[src/pfp_pkg.sv]
// ----------------------------------------------------------------------------
// pfp_pkg: shared types and constants of the parabolic peak finder
// Register indexes, result field widths, queue sizing, divider steps and back-end states.
// ----------------------------------------------------------------------------
`timescale 1ns / 1ps

package pfp_pkg;

  // Configuration port
  localparam int CFG_IDX_W  = 1;
  localparam int CFG_DATA_W = 1;

  localparam logic [CFG_IDX_W-1:0] REG_INCLUDE_EDGES    = 1'd0;
  localparam logic [CFG_IDX_W-1:0] REG_INTERPOLATE_MODE = 1'd1;

  // Result fields
  localparam int POS_W     = 24;
  localparam int HEIGHT_W  = 25;
  localparam int M_TDATA_W = ((POS_W + HEIGHT_W + 7) / 8) * 8;

  // Job queue between front and back
  localparam int QUEUE_DEPTH = 4;
  localparam int QUEUE_PTR_W = $clog2(QUEUE_DEPTH);

  // Quotient bits resolved per divider cycle
  localparam int DIV_STEPS = 2;

  typedef enum logic [2:0] {
    ST_IDLE,
    ST_MUL,
    ST_LDIV,
    ST_DIV,
    ST_FIN
  } back_state_e;

endpackage

[src/pfp_front.sv]
// ----------------------------------------------------------------------------
// pfp_front: sample intake and peak classification
// Keeps the last two samples and the frame index, detects edge and interior
// peaks and pushes one job per peak into the queue, in frame order.
// ----------------------------------------------------------------------------
`timescale 1ns / 1ps

module pfp_front import pfp_pkg::*; #(
  parameter int SAMPLE_BITS = 16,
  parameter int INDEX_BITS  = 16,
  localparam int JOB_W      = INDEX_BITS + 3 * SAMPLE_BITS + 4
) (
  input  logic                          clk_i,
  input  logic                          rst_ni,
  input  logic                          cfg_we_i,
  input  logic [CFG_IDX_W-1:0]          cfg_idx_i,
  input  logic [CFG_DATA_W-1:0]         cfg_data_i,
  input  logic                          s_valid_i,
  output logic                          s_ready_o,
  input  logic signed [SAMPLE_BITS-1:0] s_sample_i,
  input  logic                          s_last_i,
  output logic                          push_valid_o,
  input  logic                          push_ready_i,
  output logic [JOB_W-1:0]              push_data_o
);

  typedef struct packed {
    logic                          interp;
    logic                          last;
    logic [INDEX_BITS-1:0]         idx;
    logic signed [SAMPLE_BITS-1:0] y;
    logic                          neg;
    logic [SAMPLE_BITS-1:0]        mag;
    logic [SAMPLE_BITS:0]          d2;
  } job_t;

  logic                          incl_edges_q;
  logic                          interp_q;
  logic signed [SAMPLE_BITS-1:0] older_q;
  logic signed [SAMPLE_BITS-1:0] newer_q;
  logic [INDEX_BITS-1:0]         idx_q;
  logic                          pend_q;
  job_t                          pend_job_q;

  logic                          accept;
  logic [INDEX_BITS-1:0]         idx_inc;
  logic signed [SAMPLE_BITS:0]   rise;
  logic signed [SAMPLE_BITS:0]   fall;
  logic signed [SAMPLE_BITS:0]   diff;
  logic                          is_edge_first;
  logic                          is_inner;
  logic                          is_edge_last;
  logic                          hit0;
  logic                          hit1;
  job_t                          job0;
  job_t                          job1;

  assign accept    = s_valid_i && s_ready_o;
  assign s_ready_o = !pend_q && push_ready_i;

  // Saturating 1-based index of the incoming sample
  assign idx_inc = (idx_q == '1) ? idx_q : idx_q + 1'b1;

  // Slopes around the middle sample
  assign rise = (SAMPLE_BITS+1)'(newer_q) - (SAMPLE_BITS+1)'(older_q);
  assign fall = (SAMPLE_BITS+1)'(newer_q) - (SAMPLE_BITS+1)'(s_sample_i);
  assign diff = (SAMPLE_BITS+1)'(s_sample_i) - (SAMPLE_BITS+1)'(older_q);

  // Peak classification
  assign is_edge_first = (idx_inc == INDEX_BITS'(2)) && incl_edges_q && (newer_q > s_sample_i);
  assign is_inner      = (idx_inc >= INDEX_BITS'(3)) && (newer_q > older_q)
                         && (newer_q >= s_sample_i);
  assign is_edge_last  = s_last_i && (idx_inc >= INDEX_BITS'(2)) && incl_edges_q
                         && (s_sample_i > newer_q);
  assign hit0 = is_edge_first || is_inner;
  assign hit1 = is_edge_last;

  // Job records: first slot is the left edge or an interior peak, second the right edge
  always_comb begin
    job0        = '0;
    job0.interp = is_inner && interp_q;
    job0.last   = !hit1;
    job0.idx    = is_inner ? idx_inc - 1'b1 : INDEX_BITS'(1);
    job0.y      = newer_q;
    job0.neg    = diff[SAMPLE_BITS];
    job0.mag    = SAMPLE_BITS'(diff[SAMPLE_BITS] ? -diff : diff);
    job0.d2     = $unsigned(rise + fall);

    job1        = '0;
    job1.interp = 1'b0;
    job1.last   = 1'b1;
    job1.idx    = idx_inc;
    job1.y      = s_sample_i;
  end

  // Queue push: a held second job goes first
  assign push_valid_o = pend_q || (accept && (hit0 || hit1));
  assign push_data_o  = pend_q ? pend_job_q : (hit0 ? job0 : job1);

  // Configuration registers
  always_ff @(posedge clk_i or negedge rst_ni) begin
    if (!rst_ni) begin
      incl_edges_q <= 1'b0;
      interp_q     <= 1'b1;
    end else if (cfg_we_i) begin
      case (cfg_idx_i)
        REG_INCLUDE_EDGES:    incl_edges_q <= cfg_data_i[0];
        REG_INTERPOLATE_MODE: interp_q     <= cfg_data_i[0];
        default: ;
      endcase
    end
  end

  // Sample history and frame index
  always_ff @(posedge clk_i or negedge rst_ni) begin
    if (!rst_ni) begin
      older_q <= '0;
      newer_q <= '0;
      idx_q   <= '0;
    end else if (accept) begin
      older_q <= newer_q;
      newer_q <= s_sample_i;
      idx_q   <= s_last_i ? '0 : idx_inc;
    end
  end

  // Second job of a beat waits here for the next queue slot
  always_ff @(posedge clk_i or negedge rst_ni) begin
    if (!rst_ni) begin
      pend_q <= 1'b0;
    end else if (accept && hit0 && hit1) begin
      pend_q <= 1'b1;
    end else if (pend_q && push_ready_i) begin
      pend_q <= 1'b0;
    end
  end

  always_ff @(posedge clk_i) begin
    if (accept && hit0 && hit1) begin
      pend_job_q <= job1;
    end
  end

  // Checks
  a_edge_excl: assert property (@(posedge clk_i) disable iff (!rst_ni)
    !(is_edge_first && is_inner))
    else $error("left edge and interior peak on one beat");

  a_pend_set: assert property (@(posedge clk_i) disable iff (!rst_ni)
    (accept && hit0 && hit1) |=> (pend_q && push_valid_o))
    else $error("second job of a beat was not held");

  a_frame_clr: assert property (@(posedge clk_i) disable iff (!rst_ni)
    (accept && s_last_i) |=> (idx_q == '0))
    else $error("frame index not cleared after last beat");

endmodule

[src/pfp_queue.sv]
// ----------------------------------------------------------------------------
// pfp_queue: small job FIFO between front and back
// Lets classification run ahead while the back end works on a division.
// ----------------------------------------------------------------------------
`timescale 1ns / 1ps

module pfp_queue import pfp_pkg::*; #(
  parameter int WIDTH = 68
) (
  input  logic             clk_i,
  input  logic             rst_ni,
  input  logic             push_valid_i,
  output logic             push_ready_o,
  input  logic [WIDTH-1:0] push_data_i,
  output logic             pop_valid_o,
  input  logic             pop_ready_i,
  output logic [WIDTH-1:0] pop_data_o
);

  logic [WIDTH-1:0]       mem_q [QUEUE_DEPTH];
  logic [QUEUE_PTR_W-1:0] wr_ptr_q;
  logic [QUEUE_PTR_W-1:0] rd_ptr_q;
  logic [QUEUE_PTR_W:0]   count_q;
  logic                   do_push;
  logic                   do_pop;

  assign push_ready_o = (count_q != (QUEUE_PTR_W+1)'(QUEUE_DEPTH));
  assign pop_valid_o  = (count_q != '0);
  assign do_push      = push_valid_i && push_ready_o;
  assign do_pop       = pop_valid_o && pop_ready_i;
  assign pop_data_o   = mem_q[rd_ptr_q];

  // Storage
  always_ff @(posedge clk_i) begin
    if (do_push) begin
      mem_q[wr_ptr_q] <= push_data_i;
    end
  end

  // Pointers and fill level
  always_ff @(posedge clk_i or negedge rst_ni) begin
    if (!rst_ni) begin
      wr_ptr_q <= '0;
      rd_ptr_q <= '0;
      count_q  <= '0;
    end else begin
      if (do_push) begin
        wr_ptr_q <= wr_ptr_q + 1'b1;
      end
      if (do_pop) begin
        rd_ptr_q <= rd_ptr_q + 1'b1;
      end
      if (do_push && !do_pop) begin
        count_q <= count_q + 1'b1;
      end else if (do_pop && !do_push) begin
        count_q <= count_q - 1'b1;
      end
    end
  end

endmodule

[src/pfp_div.sv]
// ----------------------------------------------------------------------------
// pfp_div: iterative unsigned divider
// Restoring division, DIV_STEPS quotient bits per cycle. The caller makes
// sure the quotient fits in QUO_W bits.
// ----------------------------------------------------------------------------
`timescale 1ns / 1ps

module pfp_div import pfp_pkg::*; #(
  parameter int NUM_W = 26,
  parameter int DEN_W = 18,
  parameter int QUO_W = 10
) (
  input  logic             clk_i,
  input  logic             rst_ni,
  input  logic             start_i,
  input  logic [NUM_W-1:0] num_i,
  input  logic [DEN_W-1:0] den_i,
  output logic             busy_o,
  output logic [QUO_W-1:0] quo_o
);

  localparam int CYC   = QUO_W / DIV_STEPS;
  localparam int CNT_W = $clog2(CYC + 1);

  logic [DEN_W-1:0] den_q;
  logic [DEN_W-1:0] rem_q;
  logic [QUO_W-1:0] nq_q;
  logic [CNT_W-1:0] cnt_q;
  logic [DEN_W-1:0] rem_d;
  logic [QUO_W-1:0] nq_d;
  logic [DEN_W:0]   shifted;
  logic             qbit;

  assign busy_o = (cnt_q != '0);
  assign quo_o  = nq_q;

  // Combinational compare-subtract steps, DIV_STEPS in a row
  always_comb begin
    rem_d   = rem_q;
    nq_d    = nq_q;
    shifted = '0;
    qbit    = 1'b0;
    for (int k = 0; k < DIV_STEPS; k++) begin
      shifted = {rem_d, nq_d[QUO_W-1]};
      if (shifted >= {1'b0, den_q}) begin
        rem_d = DEN_W'(shifted - {1'b0, den_q});
        qbit  = 1'b1;
      end else begin
        rem_d = shifted[DEN_W-1:0];
        qbit  = 1'b0;
      end
      nq_d = {nq_d[QUO_W-2:0], qbit};
    end
  end

  // Step counter
  always_ff @(posedge clk_i or negedge rst_ni) begin
    if (!rst_ni) begin
      cnt_q <= '0;
    end else if (start_i) begin
      cnt_q <= CNT_W'(CYC);
    end else if (busy_o) begin
      cnt_q <= cnt_q - 1'b1;
    end
  end

  // Partial remainder, numerator bits shifting out, quotient bits shifting in
  always_ff @(posedge clk_i) begin
    if (start_i) begin
      den_q <= den_i;
      rem_q <= DEN_W'(num_i >> QUO_W);
      nq_q  <= num_i[QUO_W-1:0];
    end else if (busy_o) begin
      rem_q <= rem_d;
      nq_q  <= nq_d;
    end
  end

endmodule

[src/pfp_back.sv]
// ----------------------------------------------------------------------------
// pfp_back: peak evaluation and result register
// Plain jobs go straight to the output. Interpolated jobs square the slope
// difference, then run the position and height divisions side by side.
// ----------------------------------------------------------------------------
`timescale 1ns / 1ps

module pfp_back import pfp_pkg::*; #(
  parameter int SAMPLE_BITS = 16,
  parameter int INDEX_BITS  = 16,
  parameter int FRAC_BITS   = 8,
  localparam int JOB_W      = INDEX_BITS + 3 * SAMPLE_BITS + 4
) (
  input  logic                       clk_i,
  input  logic                       rst_ni,
  input  logic                       pop_valid_i,
  output logic                       pop_ready_o,
  input  logic [JOB_W-1:0]           pop_data_i,
  output logic                       m_valid_o,
  input  logic                       m_ready_i,
  output logic [POS_W-1:0]           m_pos_o,
  output logic signed [HEIGHT_W-1:0] m_height_o,
  output logic                       m_last_o
);

  localparam int SB   = SAMPLE_BITS;
  localparam int N1_W = SB + FRAC_BITS + 2;
  localparam int D1_W = SB + 2;
  localparam int Q1_W = ((FRAC_BITS + 1 + DIV_STEPS - 1) / DIV_STEPS) * DIV_STEPS;
  localparam int N2_W = 2 * SB + FRAC_BITS + 1;
  localparam int D2_W = SB + 4;
  localparam int Q2_W = ((SB + FRAC_BITS + DIV_STEPS - 1) / DIV_STEPS) * DIV_STEPS;
  localparam int PX   = (INDEX_BITS + FRAC_BITS + 2 > POS_W + 2) ?
                        INDEX_BITS + FRAC_BITS + 2 : POS_W + 2;
  localparam int HX   = (SB + FRAC_BITS + 3 > HEIGHT_W + 1) ?
                        SB + FRAC_BITS + 3 : HEIGHT_W + 1;

  typedef struct packed {
    logic                          interp;
    logic                          last;
    logic [INDEX_BITS-1:0]         idx;
    logic signed [SAMPLE_BITS-1:0] y;
    logic                          neg;
    logic [SAMPLE_BITS-1:0]        mag;
    logic [SAMPLE_BITS:0]          d2;
  } job_t;

  back_state_e                state_q;
  back_state_e                state_d;
  job_t                       job_q;
  logic [2*SB-1:0]            sq_q;
  logic                       m_valid_q;
  logic [POS_W-1:0]           pos_q;
  logic signed [HEIGHT_W-1:0] height_q;
  logic                       last_q;

  job_t                       head;
  job_t                       src;
  logic                       slot_free;
  logic                       div_start;
  logic                       load_out;
  logic [N1_W-1:0]            num1;
  logic [D1_W-1:0]            den1;
  logic [N2_W-1:0]            num2;
  logic [D2_W-1:0]            den2;
  logic                       div1_busy;
  logic                       div2_busy;
  logic [Q1_W-1:0]            quo1;
  logic [Q2_W-1:0]            quo2;
  logic [PX-1:0]              pos_base;
  logic [PX-1:0]              frac_x;
  logic signed [PX-1:0]       pos_s;
  logic [POS_W-1:0]           pos_sat;
  logic signed [HX-1:0]       y_x;
  logic [HX-1:0]              corr_x;
  logic signed [HX-1:0]       h_s;
  logic [HX-HEIGHT_W:0]       h_top;
  logic signed [HEIGHT_W-1:0] h_sat;

  assign head      = job_t'(pop_data_i);
  assign slot_free = !m_valid_q || m_ready_i;

  // Division operands
  assign num1 = (N1_W'(job_q.mag) << FRAC_BITS) + N1_W'(job_q.d2);
  assign den1 = {job_q.d2, 1'b0};
  assign num2 = (N2_W'(sq_q) << FRAC_BITS) + N2_W'({job_q.d2, 2'b00});
  assign den2 = {job_q.d2, 3'b000};

  pfp_div #(
    .NUM_W (N1_W),
    .DEN_W (D1_W),
    .QUO_W (Q1_W)
  ) u_div_pos (
    .clk_i   (clk_i),
    .rst_ni  (rst_ni),
    .start_i (div_start),
    .num_i   (num1),
    .den_i   (den1),
    .busy_o  (div1_busy),
    .quo_o   (quo1)
  );

  pfp_div #(
    .NUM_W (N2_W),
    .DEN_W (D2_W),
    .QUO_W (Q2_W)
  ) u_div_height (
    .clk_i   (clk_i),
    .rst_ni  (rst_ni),
    .start_i (div_start),
    .num_i   (num2),
    .den_i   (den2),
    .busy_o  (div2_busy),
    .quo_o   (quo2)
  );

  // Next state
  always_comb begin
    state_d = state_q;
    case (state_q)
      ST_IDLE: begin
        if (pop_valid_i && head.interp) begin
          state_d = ST_MUL;
        end
      end
      ST_MUL:  state_d = ST_LDIV;
      ST_LDIV: state_d = ST_DIV;
      ST_DIV: begin
        if (!div1_busy && !div2_busy) begin
          state_d = ST_FIN;
        end
      end
      ST_FIN: begin
        if (slot_free) begin
          state_d = ST_IDLE;
        end
      end
      default: state_d = ST_IDLE;
    endcase
  end

  // State outputs
  always_comb begin
    pop_ready_o = 1'b0;
    div_start   = 1'b0;
    load_out    = 1'b0;
    case (state_q)
      ST_IDLE: begin
        pop_ready_o = head.interp || slot_free;
        load_out    = pop_valid_i && !head.interp && slot_free;
      end
      ST_LDIV: div_start = 1'b1;
      ST_FIN:  load_out  = slot_free;
      default: ;
    endcase
  end

  // Result: plain jobs from the queue head, interpolated ones from the job register
  always_comb begin
    src      = (state_q == ST_FIN) ? job_q : head;
    pos_base = PX'(src.idx) << FRAC_BITS;
    frac_x   = (state_q == ST_FIN) ? PX'(quo1) : '0;
    corr_x   = (state_q == ST_FIN) ? HX'(quo2) : '0;
    pos_s    = (src.neg && (state_q == ST_FIN)) ? $signed(pos_base - frac_x)
                                                : $signed(pos_base + frac_x);
    if (pos_s[PX-1]) begin
      pos_sat = '0;
    end else if (|pos_s[PX-2:POS_W]) begin
      pos_sat = '1;
    end else begin
      pos_sat = pos_s[POS_W-1:0];
    end

    y_x   = HX'(src.y);
    h_s   = (y_x <<< FRAC_BITS) + $signed(corr_x);
    h_top = h_s[HX-1:HEIGHT_W-1];
    if ((&h_top) || !(|h_top)) begin
      h_sat = h_s[HEIGHT_W-1:0];
    end else if (h_s[HX-1]) begin
      h_sat = {1'b1, {(HEIGHT_W-1){1'b0}}};
    end else begin
      h_sat = {1'b0, {(HEIGHT_W-1){1'b1}}};
    end
  end

  // State register
  always_ff @(posedge clk_i or negedge rst_ni) begin
    if (!rst_ni) begin
      state_q <= ST_IDLE;
    end else begin
      state_q <= state_d;
    end
  end

  // Job capture and squared slope difference
  always_ff @(posedge clk_i) begin
    if (state_q == ST_IDLE && pop_valid_i && head.interp) begin
      job_q <= head;
    end
    if (state_q == ST_MUL) begin
      sq_q <= job_q.mag * job_q.mag;
    end
  end

  // Output register
  always_ff @(posedge clk_i or negedge rst_ni) begin
    if (!rst_ni) begin
      m_valid_q <= 1'b0;
    end else if (load_out) begin
      m_valid_q <= 1'b1;
    end else if (m_ready_i) begin
      m_valid_q <= 1'b0;
    end
  end

  always_ff @(posedge clk_i) begin
    if (load_out) begin
      pos_q    <= pos_sat;
      height_q <= h_sat;
      last_q   <= src.last;
    end
  end

  assign m_valid_o  = m_valid_q;
  assign m_pos_o    = pos_q;
  assign m_height_o = height_q;
  assign m_last_o   = last_q;

  // Checks
  a_div_idle: assert property (@(posedge clk_i) disable iff (!rst_ni)
    (state_q == ST_IDLE) |-> (!div1_busy && !div2_busy))
    else $error("divider running while back end is idle");

  a_load_free: assert property (@(posedge clk_i) disable iff (!rst_ni)
    load_out |-> (!m_valid_q || m_ready_i))
    else $error("result overwritten before it was taken");

  a_interp_mul: assert property (@(posedge clk_i) disable iff (!rst_ni)
    (state_q == ST_IDLE && pop_valid_i && head.interp) |=> (state_q == ST_MUL))
    else $error("interpolated job did not enter the multiply step");

endmodule

[src/peak_finder_parabolic.sv]
// ----------------------------------------------------------------------------
// peak_finder_parabolic: streaming local-maximum finder with parabolic fit
// A sample beat is taken every cycle while the job queue has room; a beat that
// yields two peaks holds the input until its second job is queued. Interior
// and left-edge peaks are found as the next sample arrives, right-edge ones
// with the last sample. Plain results pass the job queue and output register;
// interpolated ones also the multiply, load, divide and finish states, the
// height divider setting the divide length; no job is taken meanwhile. Reset
// restores include_edges 0, interpolate_mode 1, frame index 0, empty queue.
// ----------------------------------------------------------------------------
`timescale 1ns / 1ps

module peak_finder_parabolic import pfp_pkg::*; #(
  parameter int SAMPLE_BITS = 16,
  parameter int INDEX_BITS  = 16,
  parameter int FRAC_BITS   = 8,
  localparam int S_TDATA_W  = ((SAMPLE_BITS + 7) / 8) * 8
) (
  input  logic                  clk_i,
  input  logic                  rst_ni,
  // Configuration writes
  input  logic                  cfg_we_i,
  input  logic [CFG_IDX_W-1:0]  cfg_idx_i,
  input  logic [CFG_DATA_W-1:0] cfg_data_i,
  // Sample stream
  input  logic                  s_axis_tvalid,
  output logic                  s_axis_tready,
  input  logic [S_TDATA_W-1:0]  s_axis_tdata,   // sample
  input  logic                  s_axis_tlast,   // frame_last
  // Peak stream
  output logic                  m_axis_tvalid,
  input  logic                  m_axis_tready,
  output logic [M_TDATA_W-1:0]  m_axis_tdata,   // peak_position, peak_height
  output logic                  m_axis_tlast    // run_last
);

  localparam int JOB_W = INDEX_BITS + 3 * SAMPLE_BITS + 4;

  logic                       push_valid;
  logic                       push_ready;
  logic [JOB_W-1:0]           push_data;
  logic                       pop_valid;
  logic                       pop_ready;
  logic [JOB_W-1:0]           pop_data;
  logic [POS_W-1:0]           peak_pos;
  logic signed [HEIGHT_W-1:0] peak_height;

  pfp_front #(
    .SAMPLE_BITS (SAMPLE_BITS),
    .INDEX_BITS  (INDEX_BITS)
  ) u_front (
    .clk_i        (clk_i),
    .rst_ni       (rst_ni),
    .cfg_we_i     (cfg_we_i),
    .cfg_idx_i    (cfg_idx_i),
    .cfg_data_i   (cfg_data_i),
    .s_valid_i    (s_axis_tvalid),
    .s_ready_o    (s_axis_tready),
    .s_sample_i   ($signed(s_axis_tdata[SAMPLE_BITS-1:0])),
    .s_last_i     (s_axis_tlast),
    .push_valid_o (push_valid),
    .push_ready_i (push_ready),
    .push_data_o  (push_data)
  );

  pfp_queue #(
    .WIDTH (JOB_W)
  ) u_queue (
    .clk_i        (clk_i),
    .rst_ni       (rst_ni),
    .push_valid_i (push_valid),
    .push_ready_o (push_ready),
    .push_data_i  (push_data),
    .pop_valid_o  (pop_valid),
    .pop_ready_i  (pop_ready),
    .pop_data_o   (pop_data)
  );

  pfp_back #(
    .SAMPLE_BITS (SAMPLE_BITS),
    .INDEX_BITS  (INDEX_BITS),
    .FRAC_BITS   (FRAC_BITS)
  ) u_back (
    .clk_i       (clk_i),
    .rst_ni      (rst_ni),
    .pop_valid_i (pop_valid),
    .pop_ready_o (pop_ready),
    .pop_data_i  (pop_data),
    .m_valid_o   (m_axis_tvalid),
    .m_ready_i   (m_axis_tready),
    .m_pos_o     (peak_pos),
    .m_height_o  (peak_height),
    .m_last_o    (m_axis_tlast)
  );

  // Output beat packing, position in the low bits
  assign m_axis_tdata = M_TDATA_W'({peak_height, peak_pos});

endmodule

[config.mk]
export PLATFORM = sky130hd
export DESIGN_NAME = peak_finder_parabolic
export DESIGN_NICKNAME = d
export VERILOG_FILES = /design/src/pfp_pkg.sv /design/src/pfp_front.sv /design/src/pfp_queue.sv /design/src/pfp_div.sv /design/src/pfp_back.sv /design/src/peak_finder_parabolic.sv
export SDC_FILE = /design/constraint.sdc
export NUM_CORES = 2
export LEC_CHECK = 0
export BUFFER_PORTS_ARGS = -buffer_cell sky130_fd_sc_hd__buf_2
export CAP_MARGIN = 0
export CORE_ASPECT_RATIO = 0.6
export CORE_MARGIN = 3
export CORE_UTILIZATION = 23
export CTS_BUF_LIST = sky130_fd_sc_hd__clkbuf_8
export DETAILED_ROUTE_END_ITERATION = 12
export SLEW_MARGIN = 25
export SYNTH_ARGS = -nofsm -noshare
export SYNTH_HDL_FRONTEND = slang
export SYNTH_SLANG_ARGS = --single-unit
[constraint.sdc]
create_clock -name clk_i -period 8.75 [get_ports clk_i]
set_input_delay 2.1875 -clock clk_i [delete_from_list [all_inputs] [get_ports clk_i]]
set_output_delay 2.1875 -clock clk_i [all_outputs]
set_load 0.02 [all_outputs]
==> load_flow_metrics.sql <==
INSERT INTO impl_metrics (metric_group, metric, value, unit) VALUES
('synthesis', 'synth_enable_flop_cells', '536', ''),
('grt', 'number_of_antenna_violations_at_the_first_check_in_global_routing', '4', ''),
('power_and_ir_drop', 'share_clk_of_total_power', '15.8', '%'),
('final_layout', 'syn_to_final_growth', '12.4', '%'),
('clock_tree', 'cts_root_buf', 'sky130_fd_sc_hd__clkbuf_8', ''),
('placement', 'place_area', '0.0443', 'sq mm'),
('grt', 'global_route.overflow_total', '0', ''),
('worst_setup_path', 'rr_worst_depth', '26', ''),
('grt', 'grt_start_max_net_pins', '69', ''),
('worst_setup_path', 'critical-path-max-stage-delay', '0.70', 'ns'),
('worst_setup_path', 'timing_worst_setup_path_type', 'reg2reg', ''),
('worst_setup_path', 'worst_r2r_endpoint', 'u_back.sq_q[30]', ''),
('grt', 'grt.total_usage', '12.0', '%'),
('clock_tree', 'cts.sinks', '610', ''),
('routing', 'postRouteAntennaNets', '0', ''),
('die', 'core_area', '0.177', 'sq mm'),
('sta', 'final_setup_violation_count', '0', ''),
('sta', 'layout_min_cycle_time', '7.55', 'ns'),
('sta', 'slew_headroom', '28.9', '%'),
('power_and_ir_drop', 'total_leakage_power', '18.6', 'nW'),
('die', 'num_rows', '119', ''),
('sta', 'tightest_slew', '1.06', 'ns'),
('die', 'io_pins', '83', ''),
('sta', 'total_count_of_hold_check_failures_in_the_final_report', '0', ''),
('sta', 'timing.setup.tns', '0', 'ns'),
('sta', 'fmax', '132', 'MHz'),
('sta', 'slew_violations', '0', ''),
('worst_setup_path', 'critical_path_start', 'u_back.job_q[27]', ''),
('synthesis', 'synth_flop_type', 'sky130_fd_sc_hd__edfxtp_1', ''),
('synthesis', 'synth_area', '0.0411', 'sq mm'),
('power_and_ir_drop', 'power.sequential.fraction', '29.9', '%'),
('synthesis', 'synth_area_leaders', 'sky130_fd_sc_hd__edfxtp_1 39%, sky130_fd_sc_hd__ha_1 9.2%, sky130_fd_sc_hd__fa_1 9.2%', ''),
('final_layout', 'finish.cell_count_without_fillers', '6243', ''),
('synthesis', 'syn-instance-count', '3722', ''),
('power_and_ir_drop', 'power.combinational.fraction', '54.3', '%'),
('synthesis', 'synthArstFlopShare', '11.3', '%'),
('worst_setup_path', 'worst-path-max-fanout', '13', ''),
('final_layout', 'post_route_cells_drive_above_1_share', '10.7', '%'),
('worst_setup_path', 'critPathMostFrequentCell', 'sky130_fd_sc_hd__inv_1', ''),
('final_layout', 'post_route_cell_area', '0.0462', 'sq mm'),
('synthesis', 'yosys.area.top_type_share', '39.1', '%'),
('clock_tree', 'clk_latency', '0.77', 'ns'),
('final_layout', 'most_common_library_cell_in_the_layout_ignoring_fill_and_taps', 'sky130_fd_sc_hd__edfxtp_1', ''),
('clock_tree', 'ctsHoldBuffers', '0', ''),
('clock_tree', 'clock_tree.htree_level_count', '3', ''),
('synthesis', 'synth.distinct_cells', '90', ''),
('grt', 'first_global_vias', '27200', ''),
('worst_setup_path', 'critical_path.slowest_cell', 'sky130_fd_sc_hd__o41ai_1', ''),
('power_and_ir_drop', 'net_sw_share', '43.2', '%'),
('placement', 'place_congestion', '0.893', ''),
('clock_tree', 'tritoncts.num_buffers', '89', ''),
('placement', 'dp.final_hpwl', '85900', 'um'),
('die', 'start_util', '23.3', '%'),
('routing', 'remaining_drc_errors', '0', ''),
('synthesis', 'share_of_the_yosys_chip_area_belonging_to_registers', '43.6', '%'),
('routing', 'avgViaCountPerCell', '4.53', ''),
('die', 'fp.dieH', '333', 'um'),
('power_and_ir_drop', 'power_per_cell_area', '337', 'mW/mm^2'),
('clock_tree', 'cts_max_path_buffers', '3', ''),
('placement', 'port_buffers', '75', ''),
('synthesis', 'synth.ff_latch_count', '610', ''),
('routing', 'detail_route.wl_per_cell', '17.9', 'um'),
('sta', 'post-route-period-util', '86.3', '%'),
('clock_tree', 'cts_setup_buffers', '0', ''),
('sta', 'rsz0062_at_grt', 'no', ''),
('power_and_ir_drop', 'worst_ir_drop_vdd', '0.164', 'mV'),
('grt', 'grt_pass1_wl', '171000', 'um'),
('worst_setup_path', 'crit_path_end_kind', 'register', ''),
('routing', 'vias', '28300', ''),
('routing', 'routed_wirelength', '112000', 'um'),
('outcome', 'status', 'complete, no violations', '');
-- worst min-delay path by stage --
stage / endpoint / slack (ns) / cells after the start
finish: u_queue.count_q[2] / 0.50 / 1
global route: u_front.older_q[3] / 0.52 / 1
CTS: u_queue.count_q[2] / 0.49 / 1
detailed placement: u_queue.count_q[2] / 0.48 / 1
global placement: u_back.u_div_height.cnt_q[3] / 0.48 / 1
floorplan: u_back.u_div_pos.den_q[3] / 0.43 / 0
-- registers in the layout, summed over array words and instances (netlist names), 3 cells and up --
signal and cells:
u_back.u_div_height.quo_o 24, u_back.state_q 3, u_back.u_div_pos.quo_o 10, u_back.u_div_pos.cnt_q 3, u_queue.count_q 3, u_back.u_div_pos.rem_q 18
u_queue.mem_q 272, u_back.m_pos_o 24, u_front.newer_q 16, u_back.u_div_height.rem_q 20, u_front.idx_q 16, u_back.u_div_height.cnt_q 4
u_back.sq_q 31, u_front.older_q 16, u_back.m_height_o 25, u_front.pend_job_q 32, u_back.job_q 50, u_back.den1 17
u_back.u_div_pos.den_q 17
-- area by class of cell --
cell class / instances / area [sq um]
Antenna cell: 4 / 10.0
Clock buffer: 94 / 1290
Clock inverter: 71 / 573
Fill cell: 18500 / 130000
Inverter: 402 / 1510
Multi-Input combinational cell: 2584 / 21200
Sequential cell: 610 / 17900
Tap cell: 2359 / 2950
Timing Repair Buffer: 119 / 708
-- cell families after synthesis --
group           Yosys count  synth area share, %
other cells               1              0.00912
fa+ha+maj               491                 18.4
simple gates           1021                 11.8
xor+xnor                215                 4.58
mux                     162                 6.14
compound gates          688                 10.6
flops                   610                 43.6
buf+inv                 534                 5.00
-- cells in the mapped netlist, types with 18 or more instances --
library cell,count
sky130_fd_sc_hd__dfrtp_1,68
sky130_fd_sc_hd__nand2_1,394
sky130_fd_sc_hd__mux2i_1,57
sky130_fd_sc_hd__buf_2,18
sky130_fd_sc_hd__xnor2_1,157
sky130_fd_sc_hd__a31oi_1,21
sky130_fd_sc_hd__nor2_1,205
sky130_fd_sc_hd__edfxtp_1,536
sky130_fd_sc_hd__mux4_2,68
sky130_fd_sc_hd__o21a_1,37
sky130_fd_sc_hd__inv_1,401
sky130_fd_sc_hd__clkbuf_1,92
sky130_fd_sc_hd__o21bai_1,20
sky130_fd_sc_hd__mux2_2,36
sky130_fd_sc_hd__or3_1,25
sky130_fd_sc_hd__ha_1,303
sky130_fd_sc_hd__and3_1,28
sky130_fd_sc_hd__a31o_2,18
sky130_fd_sc_hd__a21o_1,67
sky130_fd_sc_hd__and2_1,82
sky130_fd_sc_hd__nor2b_1,29
sky130_fd_sc_hd__fa_1,188
sky130_fd_sc_hd__nand2b_1,27
sky130_fd_sc_hd__xor2_1,58
sky130_fd_sc_hd__o21ai_0,180
sky130_fd_sc_hd__nor3_1,83
sky130_fd_sc_hd__nand3_1,56
sky130_fd_sc_hd__nand4_1,27
sky130_fd_sc_hd__a21oi_1,201
-- power groups by stage --
stage | registers [mW] | logic, mW | clock network, mW
5_1_grt | 4.72 | 9.34 | 2.63
6_report | 4.65 | 8.45 | 2.45
3_5_place_dp | 4.71 | 8.24 | 0
4_1_cts | 4.65 | 8.30 | 2.52
3_3_place_gp | 4.70 | 8.12 | 0
2_1_floorplan | 4.50 | 6.12 | 0
-- worst max-delay path, delay by kind of cell, from the launching register on --
family          cells  cell delay, ns
flops               1            0.35
fa+ha+maj           7            3.41
xor+xnor            1            0.10
simple gates        2            0.46
buf+inv             8            0.76
compound gates      8            2.23
-- per-stage QoR --
step	hold slack, ns	setup WS [ns]	total power, mW	utilization (%)
3_5_place_dp	0.480	1.20	13.0	25.1
3_3_place_gp	0.476	1.33	12.8	25.1
4_1_cts	0.493	1.25	15.5	26.2
5_1_grt	0.519	0.742	16.7	26.2
6_report	0.497	1.20	15.6	26.2
2_1_floorplan	0.426	1.95	10.6	-
-- routing by layer --
| layer | vias up | GRT usage, % | wire length (um) | part of all wire, % |
|---|---|---|---|---|
| li1 | 13300 | - | - | - |
| met1 | 13900 | 19.6 | 58500 | 52 |
| met2 | 978 | 14.5 | 39700 | 35 |
| met3 | 106 | 4.32 | 12200 | 11 |
| met4 | 2 | 2.18 | 1430 | 1.3 |
| met5 | - | 0 | 13 | 0.012 |
Power figures use the tool's default switching activity.
